**config.mk**
```make
export PLATFORM = sky130hd
export DESIGN_NAME = ddo_csr
export DESIGN_NICKNAME = d
export VERILOG_FILES = /design/src/rtl/core/ddo_pkg.sv /design/src/rtl/core/ddo_csr.sv
export SDC_FILE = /design/constraint.sdc
export NUM_CORES = 1
export LEC_CHECK = 0
export BUFFER_PORTS_ARGS = -buffer_cell sky130_fd_sc_hd__buf_2
export CAP_MARGIN = 40
export CORE_MARGIN = 10
export CORE_UTILIZATION = 45
export DETAILED_ROUTE_END_ITERATION = 10
export PLACE_DENSITY = 0.75
export SLEW_MARGIN = 20
export SYNTH_ARGS = -nofsm -noshare
export SYNTH_HDL_FRONTEND = slang
export SYNTH_SLANG_ARGS = --single-unit
```
**constraint.sdc**
```tcl
create_clock -name clock -period 1.3 [get_ports clock]
set_input_delay 0.195 -clock clock [delete_from_list [all_inputs] [get_ports clock]]
set_output_delay 0.195 -clock clock [all_outputs]
set_load 0.01 [all_outputs]
```
**src/rtl/core/ddo_pkg.sv**
```systemverilog
`default_nettype none
package ddo_pkg;

   localparam int ANGLE_W = 16;
   localparam int POS_W = 32;
   localparam int REG_W = 32;
   localparam int TRIG_W = 34;
   localparam int MAG_TRIG_W = 31;
   localparam int TRAV_W = 33;
   localparam int MUL_A_W = 33;
   localparam int MUL_B_W = 32;
   localparam int MUL_P_W = 65;
   localparam int ATAN_W = 30;
   localparam int ATAN_IDX_W = 5;

   localparam logic signed [TRIG_W-1:0] CORDIC_START = 34'sd652032874;
   localparam logic signed [TRIG_W-1:0] PI_Z = 34'sd2147483648;
   localparam logic signed [ANGLE_W-1:0] HALF_PI = 16'sd16384;
   localparam logic [TRIG_W-1:0] UNIT_Q30 = 34'd1073741824;

   localparam int CSR_ADDR_W = 3;
   localparam logic [REG_W-1:0] DPT_RESET = 32'd65536;
   localparam logic [REG_W-1:0] APD_RESET = 32'd45572000;

   typedef enum logic [0:0] {
      CSR_IDX_DPT = 1'b0,
      CSR_IDX_APD = 1'b1
   } ddo_csr_idx_type;

   typedef struct packed {
      logic [REG_W-1:0] distance_per_tick;
      logic [REG_W-1:0] angle_per_distance;
   } ddo_cfg_type;

   typedef struct packed {
      logic                  done;
      logic [MAG_TRIG_W-1:0] cos_mag;
      logic                  cos_neg;
      logic [MAG_TRIG_W-1:0] sin_mag;
      logic                  sin_neg;
   } ddo_trig_type;

   function automatic logic [ATAN_W-1:0] atan_entry(input logic [ATAN_IDX_W-1:0] idx);
      logic [ATAN_W-1:0] v;
      case (idx)
         5'd0: v = 30'd536870912;
         5'd1: v = 30'd316933406;
         5'd2: v = 30'd167458907;
         5'd3: v = 30'd85004756;
         5'd4: v = 30'd42667331;
         5'd5: v = 30'd21354465;
         5'd6: v = 30'd10679838;
         5'd7: v = 30'd5340245;
         5'd8: v = 30'd2670163;
         5'd9: v = 30'd1335087;
         5'd10: v = 30'd667544;
         5'd11: v = 30'd333772;
         5'd12: v = 30'd166886;
         5'd13: v = 30'd83443;
         5'd14: v = 30'd41721;
         5'd15: v = 30'd20860;
         5'd16: v = 30'd10430;
         5'd17: v = 30'd5215;
         5'd18: v = 30'd2607;
         5'd19: v = 30'd1303;
         5'd20: v = 30'd651;
         5'd21: v = 30'd325;
         5'd22: v = 30'd162;
         5'd23: v = 30'd81;
         default: v = '0;
      endcase
      return v;
   endfunction

endpackage
`default_nettype wire

```
**src/rtl/core/ddo_csr.sv**
```systemverilog
`default_nettype none
module ddo_csr
   import ddo_pkg::*;
(
   input  wire logic                  clock,
   input  wire logic                  reset,
   input  wire logic                  psel,
   input  wire logic                  penable,
   input  wire logic                  pwrite,
   input  wire logic [CSR_ADDR_W-1:0] paddr,
   input  wire logic [REG_W-1:0]      pwdata,
   output logic [REG_W-1:0]           prdata,
   output logic                       pready,
   output ddo_cfg_type                cfg
);

   logic [REG_W-1:0] dpt_ff, dpt_in;
   logic [REG_W-1:0] apd_ff, apd_in;
   logic             wr_en;
   ddo_csr_idx_type  idx;

   assign idx = ddo_csr_idx_type'(paddr[CSR_ADDR_W-1:2]);
   assign wr_en = psel & penable & pwrite;
   assign pready = 1'b1;

   always_comb begin
      dpt_in = dpt_ff;
      apd_in = apd_ff;
      if (wr_en) begin
         unique case (idx)
            CSR_IDX_DPT: dpt_in = pwdata;
            CSR_IDX_APD: apd_in = pwdata;
            default: ;
         endcase
      end
   end

   always_comb begin
      unique case (idx)
         CSR_IDX_DPT: prdata = dpt_ff;
         CSR_IDX_APD: prdata = apd_ff;
         default: prdata = '0;
      endcase
   end

   always_ff @(posedge clock) begin
      if (reset) begin
         dpt_ff <= DPT_RESET;
         apd_ff <= APD_RESET;
      end else begin
         dpt_ff <= dpt_in;
         apd_ff <= apd_in;
      end
   end

   assign cfg.distance_per_tick = dpt_ff;
   assign cfg.angle_per_distance = apd_ff;

endmodule
`default_nettype wire

```
[Yosys cells after proc, flatten, opt, wreduce, memory -nomap -nowiden]
Cells that the tools add are included.
Operators by class
  bitwise logic cells: 3
  multipliers: 0
  mux-type cells: 1
  $add $sub $neg: 0
  $lt $le $gt $ge: 0
  divide/modulo/power cells: 0
  reductions and logical operators: 2
  equal/unequal tests: 0
  shifts and indexed selects: 0
Operator list (number)
  32-bit case mux with 2 select lines: 1
  2-bit AND reduction: 2
  1-bit bitwise AND: 2
  1-bit inverter: 1
Word-level totals
  output and inout port bits: 97
  bits of input ports: 40
  memories kept: 0
  RAM bits: 0
  flip-flop bits (word level): 64
  logic and storage cells: 8
  bits in latches: 0
  bits in read-only memories: 0

[Longest topological paths before layout]
Gate-level depths: netlist of the first run.
  depth in word-level cells: 3
  mapped depth: 5
  gate-level depth less buffers: 2

[Worst setup path after synthesis of the first run]
Ideal clock, no wire load.
  kind: in2reg
  from: input port paddr[2]
  to: register dpt_ff[10]
  data required time: 1.228 ns
  path slack: 0.219 ns
  path buffers: 3
  data arrival time: 1.010 ns
  stages: 5
  library setup time: 0.072 ns
  cell sequence: buf_6 > and4b_1 > buf_6 > buf_12 > mux2i_1
Between the ends
  longest elaborated chain between the ends: 2
RTL lines
  start: declaration: line ddo_csr.sv:10  | input wire logic [CSR_ADDR_W-1:0] paddr,
  1-bit inverter (no source line)
  2-bit AND reduction (no source line)
  end signal: assignment: line ddo_csr.sv:51  | dpt_ff <= dpt_in;
  end: declaration: line ddo_csr.sv:17  | logic [REG_W-1:0] dpt_ff, dpt_in;
Every way passes these cells.
A chain may end at the register's enable or synchronous reset.

[Final worst setup path of the first run]
  from: register dpt_ff[17]
  to: output port prdata[17]
Between the ends
  longest elaborated chain between the ends: 1
RTL lines
  32-bit case mux with 2 select lines: line ddo_csr.sv:39  | unique case (idx)
  end: declaration: line ddo_csr.sv:12  | output logic [REG_W-1:0] prdata,
Every way passes these cells.

==> results of run 1 <==
cells by family (layout without fill, tap and decap cells):
kind of cell,after synthesis,after routing,share of synthesized area (%)
mux,96,96,32.4
other cells,1,1,0.121
simple gates,114,114,21.0
buf+inv,23,161,5.02
flops,64,64,41.4
worst paths after layout:
check,cells after the start,slack (ns),end,start
min reg2reg,2,0.48,dpt_ff[5],dpt_ff[5]
max reg2reg,2,0.66,dpt_ff[20],dpt_ff[20]
min,3,0.14,dpt_ff[12],pwdata[12]
max,2,0.05,prdata[17],dpt_ff[17]
routing by layer:
metal / vias up / global-route usage (%) / wire length (um)
met5: - / 0 / 0
met4: 0 / 5.35 / 46
met3: 5 / 5.90 / 821
met2: 85 / 22.2 / 3590
met1: 1159 / 16.8 / 3390
li1: 1251 / - / -
through the flow:
step | instances | hold WS, ns | total power, mW
after CTS | 516 | 0.123 | 4.06
after global placement | 500 | 0.459 | 2.60
after global routing | 516 | 0.139 | 4.19
final | 516 | 0.138 | 4.00
after detailed placement | 500 | 0.478 | 2.61
after floorplan | 298 | 0.350 | 2.39
cells in the mapped netlist (2+ instances only):
cell	instances
mux2i_1	64
dfxtp_1	64
mux2_2	32
nand2b_1	79
nor2_1	31
buf_12	2
buf_6	3
clkbuf_1	11
buf_4	2
buf_2	5
tightest hold or removal path, stage by stage:
cell and delay (ns):
buf_2 0.10, nand2b_1 0.06, mux2i_1 0.06
cell type report:
cell class                 count  share of cell area [%]
clock buffer                  12                    3.59
clock inverter                 4                   0.496
multi-input combinational    211                    41.0
sequential                    64                    31.8
tap                           80                    2.48
timing repair buffer         145                    20.6
registers in the layout, summed over array words and instances, names as in the netlist:
| signal | count |
|---|---|
| dpt_ff | 32 |
| apd_ff | 32 |
power breakdown:
group	internal, mW	switching (mW)	total [mW]
sequential	2.00	0.0317	2.04
clock	0.732	0.708	1.44
combinational	0.273	0.248	0.521
timing repair:
| action | in CTS | in global routing |
|---|---|---|
| buffers inserted | 0 | 0 |
| hold buffers | 0 | 0 |
| endpoints found under the setup margin | 0 | 16 |
| resized for setup | 0 | 2 |
==> impl_metrics.json, run 1 <==
{
  "fillCellCount": 581,
  "irDropWorstVdd_mv": 0.594,
  "grt_max_degree": 62,
  "clock_latency_ns": 0.32,
  "syn_area_per_cell_um2": 10.4,
  "num_rows": 30,
  "synth_edf_count": 0,
  "slowest_stage": "dfxtp_1",
  "synth_nets": 338,
  "ys_async_sr_fraction_pct": 0,
  "multi_input_area_um2": 1660,
  "maxCapViolCount": 0,
  "nets": 471,
  "p_leak_nw": 1.91,
  "clkTransAtPathRegs_ns": 0.07,
  "drt-total-wl_um": 7840,
  "rsz0062_at_grt": "false",
  "synth_area_leaders": "dfxtp_1, mux2i_1, nand2b_1, mux2_2, nor2_1",
  "cts_max_path_buffers": 2,
  "die_x_um": 103,
  "worst_slack_ns": 0.0475,
  "syn_area_um2": 3090,
  "wire_per_inst_um": 15.2,
  "crit_chain": "mux2_2, buf_2",
  "fin_crit_sh_pct": 96.3,
  "coreArea_um2": 6720,
  "place_ws_ns": 0.0201,
  "hp-class": "in2reg",
  "regArea_um2": 1280,
  "start_util_pct": 46.0,
  "drc": 0,
  "ys_ff_latch": 64,
  "drt-vias-per-instance": 4.84,
  "final_util_pct": 60.1,
  "worst_ep_required_time_ns": 1.11,
  "grt_pass1_wl_um": 11900,
  "io_buffers": 133,
  "drt_iter0_drc": 56,
  "endpoint_kind": "output port",
  "power_density_nw_per_um2": 990,
  "max_freq_mhz": 798,
  "hpwl_um": 6000,
  "antenna_found_initial": 0,
  "arrival_ns": 1.06,
  "synth_cells": 298,
  "synthToLayoutAreaGrowth_pct": 30.6,
  "slowest_delay_ns": 0.33,
  "crit_type": "reg2out",
  "gp_congestion": 0.724,
  "first_pass_iters": 4,
  "htree_levels": 3,
  "grt.total_usage_pct": 14.1,
  "slew_viol_final": 0,
  "ys_warn_count": 0,
  "io_pins": 137,
  "path_delay_family": "flip-flops",
  "hold_viol": 0,
  "ys_types": 15,
  "netlist.area_leader.share_pct": 41.4,
  "cts_sinks": 64,
  "crit_fanout": 3,
  "layout_commonest_cell": "buf_2",
  "dpl_cell_area_um2": 3870,
  "status": "completed",
  "dieHeight_um": 103,
  "cts_tree": "done",
  "design_area_um2": 4040,
  "setup_viol": 0,
  "setup_tns_ns": 0,
  "n_antenna_cell": 0,
  "fin_crit_ns": 1.25,
  "dieArea_um2": 10600,
  "antenna_left": 0,
  "drive_gt1_share_pct": 44.5,
  "fin_skew_ns": 0,
  "vias": 2500,
  "path_buf_inv": 1,
  "final_cell_mix": "buf_2, nand2b_1, mux2i_1",
  "cts_root_buf": "clkbuf_8",
  "ys_seq_area_share_pct": 41.4,
  "crit_path_start_kind": "register",
  "grt_pass1_vias": 2538,
  "synth_top_flop_cell": "dfxtp_1",
  "numCtsBuffers": 9,
  "grt_overflow": 0,
  "synth.largest_area_cell": "dfxtp_1"
}
No activity file was read; power rests on OpenSTA's default activity.
==> inputs of run 2 (changes only) <==
- BUFFER_PORTS_ARGS: -buffer_cell sky130_fd_sc_hd__buf_2 -> unset
- DONT_BUFFER_PORTS: unset -> 1
- PLACE_DENSITY: 0.75 -> 0.58
==> impl_metrics.json, run 2 (same netlist as run 1, synthesis figures left out) <==
{
  "slowest_delay_ns": 0.38,
  "p_leak_nw": 1.33,
  "slowest_stage": "dfxtp_1",
  "switching_share_pct": 21.1,
  "post_cts_buffers": 0,
  "grt_pass1_vias": 2116,
  "grt_overflow": 0,
  "cts_resized": 0,
  "die_x_um": 103,
  "grt.total_usage_pct": 13.7,
  "n_antenna_cell": 0,
  "numCtsBuffers": 9,
  "cts_hold_buf": 8,
  "grt_pass1_wl_um": 11200,
  "start_util_pct": 46.0,
  "clock_latency_ns": 0.32,
  "vias": 2032,
  "path_delay_family": "flip-flops",
  "antenna_left": 0,
  "drc": 0,
  "coreArea_um2": 6720,
  "status": "completed",
  "nets": 340,
  "drt_iter0_drc": 46,
  "internal_power_mw": 3.42,
  "fin_skew_ns": 0,
  "fillCellCount": 627,
  "io_pins": 137,
  "power.total_mw": 4.33,
  "top_regs": "apd_ff x32, dpt_ff x32",
  "max_freq_mhz": 814,
  "cts_root_buf": "clkbuf_8",
  "rsz0062_at_grt": "false",
  "seq_power_share_pct": 47.8,
  "cts_max_path_buffers": 2,
  "whs_ns": 0.0258,
  "io_buffers": 0,
  "drt-total-wl_um": 7350,
  "comb_power_share_pct": 6.6,
  "synthToLayoutAreaGrowth_pct": 10.6,
  "crit_chain": "mux2_2",
  "worst_slack_ns": 0.0722,
  "drt-vias-per-instance": 5.28,
  "fin_crit_ns": 1.23,
  "clkTransAtPathRegs_ns": 0.07,
  "final_cell_mix": "nand2b_1, mux2i_1, dfxtp_1",
  "worst_ep_required_time_ns": 1.11,
  "p_sw_mw": 0.911,
  "path_buf_inv": 0,
  "power_density_nw_per_um2": 1270,
  "fin_crit_sh_pct": 94.4,
  "crit_fanout": 3,
  "grt_max_degree": 111,
  "design_area_um2": 3420,
  "hold_viol": 0,
  "antenna_found_initial": 0,
  "maxCapViolCount": 0,
  "crit_path_start_kind": "register",
  "first_pass_iters": 4,
  "dieHeight_um": 103,
  "htree_levels": 3,
  "setup_tns_ns": 0,
  "irDropWorstVdd_mv": 0.523,
  "gp_congestion": 0.704,
  "arrival_ns": 1.03,
  "slew_viol_final": 0,
  "cts_sinks": 64,
  "setup_viol": 0,
  "place_ws_ns": 0.204,
  "endpoint_kind": "output port",
  "hp-class": "in2reg",
  "crit_type": "reg2out",
  "cts_tree": "done",
  "wire_per_inst_um": 19.1,
  "clkPwrFrac_pct": 45.6,
  "hpwl_um": 5230,
  "drive_gt1_share_pct": 17.7,
  "dpl_cell_area_um2": 3110,
  "layout_commonest_cell": "nand2b_1",
  "dieArea_um2": 10600,
  "num_rows": 30
}
==> run 2: changes by cell type in the layout (fill, tap and decap cells not counted) <==
cell / change
buf_12: -4
buf_2: -132
buf_4: -2
bufinv_16: +2
clkbuf_4: -1
clkbuf_8: +2
clkinv_2: -4
dfxtp_1: +1
dfxtp_2: -1
dlygate4sd3_1: +8
==> run 2: worst register-to-register path, stage by stage, from the launching register on <==
cell and delay, ns:
dfxtp_1 0.46, nand2b_1 0.08, mux2i_1 0.13
==> run 2: routing by layer <==
layer	GRT usage (%)	wire length [um]	vias up
li1	-	-	1001
met1	16.6	3040	943
met2	19.2	3280	86
met3	8.24	1000	2
met4	5.13	33	0
met5	0	0	-
==> run 2: through the flow <==
stage	util [%]	std cells
floorplan	-	298
global placement	46.3	361
detailed placement	46.3	361
CTS	50.9	385
global route	50.9	385
finish	50.9	385
==> run 2: final cells by class <==
| class | instances | area [um^2] | share of cell area, % |
|---|---|---|---|
| repair buffers | 14 | 150 | 4.39 |
| clock inverters | 2 | 60.1 | 1.76 |
| flip-flops and latches | 64 | 1280 | 37.5 |
| clock buffers | 14 | 173 | 5.05 |
| multi-input cells | 211 | 1660 | 48.4 |
| well taps | 80 | 100 | 2.93 |
==> run 2: power by group through the flow <==
stage          sequential, mW  combinational (mW)  clock, mW
2_1_floorplan            2.10               0.296          0
5_1_grt                  2.07               0.313       2.14
3_5_place_dp             2.11               0.271          0
3_3_place_gp             2.11               0.268          0
6_report                 2.07               0.286       1.97
4_1_cts                  2.07               0.292       2.05
==> run 2: worst paths after layout <==
| path | cells after the start | endpoint | slack (ns) | start |
|---|---|---|---|---|
| worst max-delay path | 1 | prdata[25] | 0.07 | dpt_ff[25] |
| worst min-delay path | 2 | dpt_ff[17] | 0.03 | pwdata[17] |
| worst max register to register | 2 | dpt_ff[31] | 0.57 | dpt_ff[31] |
| worst min register to register | 2 | apd_ff[30] | 0.53 | apd_ff[30] |
