[src/rtl/core/ddo_pkg.sv]
`default_nettype none
package ddo_pkg;

   localparam int ANGLE_W = 16;
   localparam int POS_W = 32;
   localparam int REG_W = 32;
   localparam int TRIG_W = 34;
   localparam int MAG_TRIG_W = 31;
   localparam int TRAV_W = 33;
   localparam int MUL_A_W = 33;
   localparam int MUL_B_W = 32;
   localparam int MUL_P_W = 65;
   localparam int ATAN_W = 30;
   localparam int ATAN_IDX_W = 5;

   localparam logic signed [TRIG_W-1:0] CORDIC_START = 34'sd652032874;
   localparam logic signed [TRIG_W-1:0] PI_Z = 34'sd2147483648;
   localparam logic signed [ANGLE_W-1:0] HALF_PI = 16'sd16384;
   localparam logic [TRIG_W-1:0] UNIT_Q30 = 34'd1073741824;

   localparam int CSR_ADDR_W = 3;
   localparam logic [REG_W-1:0] DPT_RESET = 32'd65536;
   localparam logic [REG_W-1:0] APD_RESET = 32'd45572000;

   typedef enum logic [0:0] {
      CSR_IDX_DPT = 1'b0,
      CSR_IDX_APD = 1'b1
   } ddo_csr_idx_type;

   typedef struct packed {
      logic [REG_W-1:0] distance_per_tick;
      logic [REG_W-1:0] angle_per_distance;
   } ddo_cfg_type;

   typedef struct packed {
      logic                  done;
      logic [MAG_TRIG_W-1:0] cos_mag;
      logic                  cos_neg;
      logic [MAG_TRIG_W-1:0] sin_mag;
      logic                  sin_neg;
   } ddo_trig_type;

   function automatic logic [ATAN_W-1:0] atan_entry(input logic [ATAN_IDX_W-1:0] idx);
      logic [ATAN_W-1:0] v;
      case (idx)
         5'd0: v = 30'd536870912;
         5'd1: v = 30'd316933406;
         5'd2: v = 30'd167458907;
         5'd3: v = 30'd85004756;
         5'd4: v = 30'd42667331;
         5'd5: v = 30'd21354465;
         5'd6: v = 30'd10679838;
         5'd7: v = 30'd5340245;
         5'd8: v = 30'd2670163;
         5'd9: v = 30'd1335087;
         5'd10: v = 30'd667544;
         5'd11: v = 30'd333772;
         5'd12: v = 30'd166886;
         5'd13: v = 30'd83443;
         5'd14: v = 30'd41721;
         5'd15: v = 30'd20860;
         5'd16: v = 30'd10430;
         5'd17: v = 30'd5215;
         5'd18: v = 30'd2607;
         5'd19: v = 30'd1303;
         5'd20: v = 30'd651;
         5'd21: v = 30'd325;
         5'd22: v = 30'd162;
         5'd23: v = 30'd81;
         default: v = '0;
      endcase
      return v;
   endfunction

endpackage
`default_nettype wire

[src/rtl/core/ddo_cordic.sv]
`default_nettype none
module ddo_cordic
   import ddo_pkg::*;
#(
   parameter int CORDIC_STEPS = 16
) (
   input  wire logic               clock,
   input  wire logic               reset,
   input  wire logic               start,
   input  wire logic [ANGLE_W-1:0] angle,
   output ddo_trig_type            trig
);

   localparam int STEP_W = $clog2(CORDIC_STEPS);
   localparam logic [STEP_W-1:0] LAST_STEP = STEP_W'(CORDIC_STEPS - 1);

   typedef enum logic [2:0] {
      CS_IDLE = 3'b001,
      CS_ROT  = 3'b010,
      CS_FIN  = 3'b100
   } cs_state_type;

   cs_state_type               state_ff, state_in;
   logic                       done_ff, done_in;
   logic [STEP_W-1:0]          step_ff, step_in;
   logic signed [TRIG_W-1:0]   x_ff, x_in;
   logic signed [TRIG_W-1:0]   y_ff, y_in;
   logic signed [TRIG_W-1:0]   z_ff, z_in;
   logic                       flip_ff, flip_in;
   logic [MAG_TRIG_W-1:0]      cos_mag_ff, cos_mag_in;
   logic [MAG_TRIG_W-1:0]      sin_mag_ff, sin_mag_in;
   logic                       cos_neg_ff, cos_neg_in;
   logic                       sin_neg_ff, sin_neg_in;

   logic signed [ANGLE_W-1:0]  ang_s;
   logic signed [TRIG_W-1:0]   z_base;
   logic signed [TRIG_W-1:0]   x_sh, y_sh, atan_v;
   logic [TRIG_W-1:0]          x_abs, y_abs;

   assign ang_s = signed'(angle);
   assign z_base = signed'({{(TRIG_W-ANGLE_W-16){angle[ANGLE_W-1]}}, angle, 16'b0});
   assign x_sh = x_ff >>> step_ff;
   assign y_sh = y_ff >>> step_ff;
   assign atan_v = signed'(TRIG_W'(atan_entry(ATAN_IDX_W'(step_ff))));
   assign x_abs = x_ff[TRIG_W-1] ? unsigned'(-x_ff) : unsigned'(x_ff);
   assign y_abs = y_ff[TRIG_W-1] ? unsigned'(-y_ff) : unsigned'(y_ff);

   always_comb begin
      state_in = state_ff;
      done_in = done_ff;
      step_in = step_ff;
      x_in = x_ff;
      y_in = y_ff;
      z_in = z_ff;
      flip_in = flip_ff;
      cos_mag_in = cos_mag_ff;
      sin_mag_in = sin_mag_ff;
      cos_neg_in = cos_neg_ff;
      sin_neg_in = sin_neg_ff;
      if (start) begin
         state_in = CS_ROT;
         done_in = 1'b0;
         step_in = '0;
         x_in = CORDIC_START;
         y_in = '0;
         if (ang_s > HALF_PI) begin
            z_in = z_base - PI_Z;
            flip_in = 1'b1;
         end else if (ang_s < -HALF_PI) begin
            z_in = z_base + PI_Z;
            flip_in = 1'b1;
         end else begin
            z_in = z_base;
            flip_in = 1'b0;
         end
      end else begin
         unique case (state_ff)
            CS_IDLE: ;
            CS_ROT: begin
               if (!z_ff[TRIG_W-1]) begin
                  x_in = x_ff - y_sh;
                  y_in = y_ff + x_sh;
                  z_in = z_ff - atan_v;
               end else begin
                  x_in = x_ff + y_sh;
                  y_in = y_ff - x_sh;
                  z_in = z_ff + atan_v;
               end
               step_in = step_ff + 1'b1;
               if (step_ff == LAST_STEP) begin
                  state_in = CS_FIN;
               end
            end
            CS_FIN: begin
               // clamp to unit, keep sign apart for the multiplier
               cos_mag_in = (x_abs > UNIT_Q30) ? UNIT_Q30[MAG_TRIG_W-1:0]
                                               : x_abs[MAG_TRIG_W-1:0];
               sin_mag_in = (y_abs > UNIT_Q30) ? UNIT_Q30[MAG_TRIG_W-1:0]
                                               : y_abs[MAG_TRIG_W-1:0];
               cos_neg_in = x_ff[TRIG_W-1] ^ flip_ff;
               sin_neg_in = y_ff[TRIG_W-1] ^ flip_ff;
               done_in = 1'b1;
               state_in = CS_IDLE;
            end
            default: state_in = CS_IDLE;
         endcase
      end
   end

   always_ff @(posedge clock) begin
      if (reset) begin
         state_ff <= CS_IDLE;
         done_ff <= 1'b0;
         step_ff <= '0;
      end else begin
         state_ff <= state_in;
         done_ff <= done_in;
         step_ff <= step_in;
      end
   end

   always_ff @(posedge clock) begin
      x_ff <= x_in;
      y_ff <= y_in;
      z_ff <= z_in;
      flip_ff <= flip_in;
      cos_mag_ff <= cos_mag_in;
      sin_mag_ff <= sin_mag_in;
      cos_neg_ff <= cos_neg_in;
      sin_neg_ff <= sin_neg_in;
   end

   assign trig.done = done_ff;
   assign trig.cos_mag = cos_mag_ff;
   assign trig.cos_neg = cos_neg_ff;
   assign trig.sin_mag = sin_mag_ff;
   assign trig.sin_neg = sin_neg_ff;

endmodule
`default_nettype wire

[config.mk]
export PLATFORM = sky130hd
export DESIGN_NAME = ddo_cordic
export DESIGN_NICKNAME = d
export VERILOG_FILES = /design/src/rtl/core/ddo_pkg.sv /design/src/rtl/core/ddo_cordic.sv
export SDC_FILE = /design/constraint.sdc
export NUM_CORES = 1
export LEC_CHECK = 0
export ABC_AREA = 1
export BUFFER_PORTS_ARGS = -buffer_cell sky130_fd_sc_hd__buf_2
export CAP_MARGIN = 10
export CORE_MARGIN = 3
export CORE_UTILIZATION = 38
export DETAILED_ROUTE_END_ITERATION = 10
export PLACE_DENSITY = 0.52
export SYNTH_ARGS = -nofsm -noshare
export SYNTH_HDL_FRONTEND = slang
export SYNTH_SLANG_ARGS = --single-unit
[constraint.sdc]
create_clock -name clock -period 5.3 [get_ports clock]
set_input_delay 0.265 -clock clock [delete_from_list [all_inputs] [get_ports clock]]
set_output_delay 0.265 -clock clock [all_outputs]
set_load 0.02 [all_outputs]
Word-level counts from Yosys, hierarchy flattened --
Memories as Yosys holds them, arrays and structs flattened. A register that Yosys moved wholly into a read port is not among the register bits. Index checks and enable logic that the tools add are counted.
Operators by class: $add $sub $neg 11, $lt $le $gt $ge 4, equality and inequality tests 7, shift-type cells 2, multiplexer cells 15, bitwise logic cells 4, reductions and logical operators 5
Operators with widths (count):
- 34-bit two-way mux | 9
- 34-bit adder | 2
- 34-bit by 31-bit greater-than comparator with 1-bit output (second input constant) | 2
- 34-bit negation | 2
- 34-bit by 4-bit >>> shifter with 34-bit output | 2
- 34-bit subtractor | 2
- 32-bit by 33-bit adder with 34-bit output (second input constant) | 1
- 34-bit by 31-bit adder with 34-bit output | 1
- 32-bit by 33-bit subtractor with 34-bit output (second input constant) | 1
- 34-bit by 31-bit subtractor with 34-bit output | 1
- 16-bit greater-than comparator (second input constant) | 1
- 16-bit by 15-bit < comparator with 1-bit output (second input constant) | 1
- 4-bit two-way mux | 2
- 3-bit case mux with 2 select lines | 1
- 2-bit AND reduction | 3
- 4-bit by 1-bit adder with 4-bit output (second input constant) | 1
- 4-bit equality test (second input constant) | 1
- 2-bit != test (second input constant) | 2
- 3-bit by 1-bit equality test with 1-bit output (second input constant) | 1
- 3-bit by 2-bit equality test with 1-bit output (second input constant) | 1
- 3-bit equality test (second input constant) | 1
- 3-bit two-way mux | 1
- 3-bit != test (second input constant) | 1
- 2-bit two-way mux | 1
- 5 further kinds | 7
Word-level totals: flip-flop bits (word level) 175, bits in read-only memories 480, output and inout port bits 65, word-level logic and storage cells 61, memories kept 1
Memory list:
- (no name shown) | depth 16, width 30, read ports 1, clocked after Yosys merged registers in 1, write ports 0, line ddo_pkg.sv:45 | case (idx)

Logic depth before layout (Yosys ltp) --
depth in word-level cells 4, mapped depth 33

Least setup slack after synthesis --
Ideal clock, no wire load.
path type register -> register, from register step_ff[0], to register x_ff[31], setup time 0.115 ns, arrival time 3.752 ns, required time 5.185 ns, path slack 1.432 ns, cell stages (with the launch flop) 30, buffers on the path 3, period minus slack after synthesis 3.868 ns, cell sequence dfxtp_1 buf_6 inv_4 buf_6 buf_6 nand2_4 nand3_1 nand3_1 nand3_1 nand2_2 ha_1 nand3_2 nor2_2 nand2_2 o21ai_0 xor2_1 inv_1 ha_1 a21oi_1 o21ai_0 nand2_1 o211ai_1 a21oi_1 o21ai_0 a21boi_0 o21ai_0 nand2_1 nand2_1 o21ai_0 inv_1
Between the ends: word-level cells in the longest chain between the ends 3, elaborated cells between the ends (all ways) 4, classes of those cells add/sub (2); shift (1); mux (1)
Ends and longest elaborated chain:
- start, declared | line ddo_cordic.sv:25 | logic [STEP_W-1:0] step_ff, step_in;
- start signal, assigned | line ddo_cordic.sv:118 | step_ff <= step_in;
- 34-bit by 4-bit >>> shifter with 34-bit output (*) | line ddo_cordic.sv:43 | assign y_sh = y_ff >>> step_ff;
- 34-bit subtractor or 34-bit adder (tied branches) | line ddo_cordic.sv:81, ddo_cordic.sv:85
- 34-bit two-way mux (*) | line ddo_cordic.sv:80 | if (!z_ff[TRIG_W-1]) begin
- end signal, assigned | line ddo_cordic.sv:123 | x_ff <= x_in;
- end, declared | line ddo_cordic.sv:26 | logic signed [TRIG_W-1:0] x_ff, x_in;
Mark *: on every way between the ends. The rest lies on a longest branch, timed or not. A chain may end at the register's enable or synchronous reset.

Final worst setup path --
from register step_ff[0], to register y_ff[31]
Between the ends: word-level cells in the longest chain between the ends 3, elaborated cells between the ends (all ways) 4, classes of those cells add/sub (2); shift (1); mux (1)
Ends and longest elaborated chain:
- 34-bit by 4-bit >>> shifter with 34-bit output (*) | line ddo_cordic.sv:42 | assign x_sh = x_ff >>> step_ff;
- 34-bit adder or 34-bit subtractor (tied branches) | line ddo_cordic.sv:82, ddo_cordic.sv:86
- 34-bit two-way mux (*) | line ddo_cordic.sv:80
- end signal, assigned | line ddo_cordic.sv:124 | y_ff <= y_in;
- end, declared | line ddo_cordic.sv:27 | logic signed [TRIG_W-1:0] y_ff, y_in;
Marked as above.

==> reports/results.ini <==
[setup_path]
cp.buffers_inverters=2
crit_type=flop to flop
crit_path_frequent_cell=nand2_1
cp_slowest_cell=dfxtp_2
worst_ep_arrival_time_ns=5.37
required_ns=5.78
critPathMaxStageDelay_ns=0.51
crit_family=compound AO/OA/AOI/OAI gates
endpoint_kind=flop
path_cells=buf_6, nand2_1, nand3_1, nand3_1, nand3_1, nand2_1, ha_1, nand2_1, nand2_1, xor2_1, ha_1, a21o_1, o21ai_0, o211ai_1, a21oi_1, o21bai_1, a21boi_0, o21ai_0, nand2_1, nand3_1, nand2_1, inv_1
worstPathMaxFanout=53
critPathLaunchType=flop

[cells_and_area]
final_cells=3989
layout-drive-gt1-share=0.0869
fin_nets=3408
synthToLayoutAreaGrowth_pct=9.86
num_antenna_cells=0
final_core_util=0.423
design_area_um2=22800

[power]
pwr-share-clk=0.288
p_sw_mw=2.70
p_total_mw=6.55
swShare=0.412
powerDensity_nw_per_um2=287
seqPwrFrac=0.284
combPwrFrac=0.428
ir_drop_mv=0.242
leakagePower_nw=11.1
intPower_mw=3.85

[floorplan]
die_x_um=240
rows=85
coreArea_um2=53900
die_h_um=240
initial_core_util=0.385
dieArea_um2=57500
ioPinCount=84

[global_route]
grt_pass1_vias=20300
grt_pass1_wl_um=109000
antenna_found_initial=0
grtUsageTotal=0.237
grt_max_degree=68
grt-ovfl-total=0

[clock_tree]
clock_latency_ns=0.58
cts-root-buf=clkbuf_16
cts-buffers-inserted=27
cts_tree=yes
cts.sinks=205
htreeDepth=1
clock_path_buffers=3
clk_pin_slew_ns=0.06

[synth]
synth_warnings=0
synth-async-reset-ratio=0
synth-edff-count=99
synth.area.top_cells=edfxtp_1 (14%), nand2_1 (13%), dfxtp_1 (10%)
yosys-top-cells-count=nand2_1 (724), nand3_1 (412), inv_1 (363)
syn_area_um2=20800
syn_inst=3237
synth-seq-cells=205
yosysSeqAreaShare=0.245
synth_top_area_share=0.143
synthFlopType=dfxtp_1
ys_types=52
syn_nets=3373
syn_area_per_cell_um2=6.41
synth_top_cell_by_area=edfxtp_1
synth_most_common_cell=nand2_1

[route]
route.detailed.drc=0
drtIter0Drc=1964
vias=21500
routed_wl_um=69100
firstDrtPassIters=5
routed_via_density=5.40
detail_route.wl_per_cell_um=17.3
antenna_left=0

[timing]
period_share=0.923
finalCriticalPeriod_ns=4.89
slew_headroom=0.233
fin_hold_ws_ns=0.0393
setup_tns_ns=0
tightest_slew_ns=1.15
hold_violations=0
max_freq_mhz=204
slew_violations=0
fin_skew_ns=0.0216
grt_setup_unrepaired=false
setup_ws_ns=0.410
setup_viol=0

[placement]
hpwl_um=54200
port_buffers=83
postPlaceCellArea_um2=21700
dp_slack_ns=0.309
gp_routability_congestion=0.931
place_inst=3925

[run]
cap_violations=0

[status]
status=complete, no violations

[min_path]
hold_class=primary input to flop

## cells in the final DEF, fill, tap and decap left out, types with 26 or more instances in the layout
master	count
xnor2_1	35
buf_4	34
dfxtp_1	103
clkbuf_16	28
buf_2	83
nor2_1	314
nand3_1	412
inv_1	362
nand2_1	724
o21ai_0	178
a21oi_1	249
o211ai_1	26
ha_1	114
xor2_1	143
edfxtp_1	99
nand4_1	42
## worst reg2reg max path, stage by stage (launching register included)
cell      delay [ns]
dfxtp_2         0.51
buf_6           0.39
nand2_1         0.16
nand3_1         0.18
nand3_1         0.13
nand3_1         0.12
nand2_1         0.10
ha_1            0.27
nand2_1         0.15
nand2_1         0.08
xor2_1          0.15
ha_1            0.34
a21o_1          0.19
o21ai_0         0.35
o211ai_1        0.28
a21oi_1         0.40
o21bai_1        0.16
a21boi_0        0.40
o21ai_0         0.16
nand2_1         0.08
nand3_1         0.07
nand2_1         0.09
inv_1           0.04
## cells by family after synthesis
family,after synthesis,share of synthesized area
DFF,205,0.245
adders and majority gates,117,0.0716
xor gates and xnor gates,178,0.0751
and+or+nand+nor,1617,0.341
buffers and inverters,513,0.0994
AOI/OAI and AO/OA,607,0.167
## state kept, by name (all words and copies together), names as in the netlist
register	cells
x_ff	34
y_ff	34
z_ff	34
cos_mag_ff	31
sin_mag_ff	31
atan_v	30
step_ff	4
state_ff	3
cos_neg_ff	1
done_ff	1
flip_ff	1
sin_neg_ff	1
## path summary, 6_finish.rpt
path,from,to,slack [ns],cells after the start
setup / recovery,step_ff[0],y_ff[31],0.41,22
hold / removal,angle[11],z_ff[27],0.04,3
setup reg to reg,step_ff[0],y_ff[31],0.41,22
hold reg to reg,done_ff,done_ff,0.49,2
## power groups by stage
stage                     sequential [mW]  clock, mW  combinational, mW
after floorplan                      1.85          0               2.11
after CTS                            1.86       1.95               2.77
after detailed placement             1.90          0               2.75
after global placement               1.90          0               2.73
final                                1.86       1.89               2.80
after global routing                 1.87       2.00               3.17
## final cells by class
cell class                      count  area (um^2)
Clock buffer                       33          749
Inverter                          385         1460
Sequential cell                   205         5100
Fill cell                        5715        31100
Clock inverter                     17          150
Timing Repair Buffer              134          866
Tap cell                          696          871
Multi-Input combinational cell   2519        13600
## repair_timing
item	4_1_cts	5_1_grt
buffers inserted	0	0
resized for setup	0	8
endpoints found under the setup margin	0	7
hold buffers	12	0
endpoints found under the hold margin	13	0
## routing by layer
layer,vias up,global-route usage,routed length (um)
li1,10900,-,-
met3,95,0.0348,3930
met2,562,0.386,31000
met4,0,0.0484,1450
met1,10000,0.333,32700
met5,-,0,0
Power figures use the tool's default switching activity.
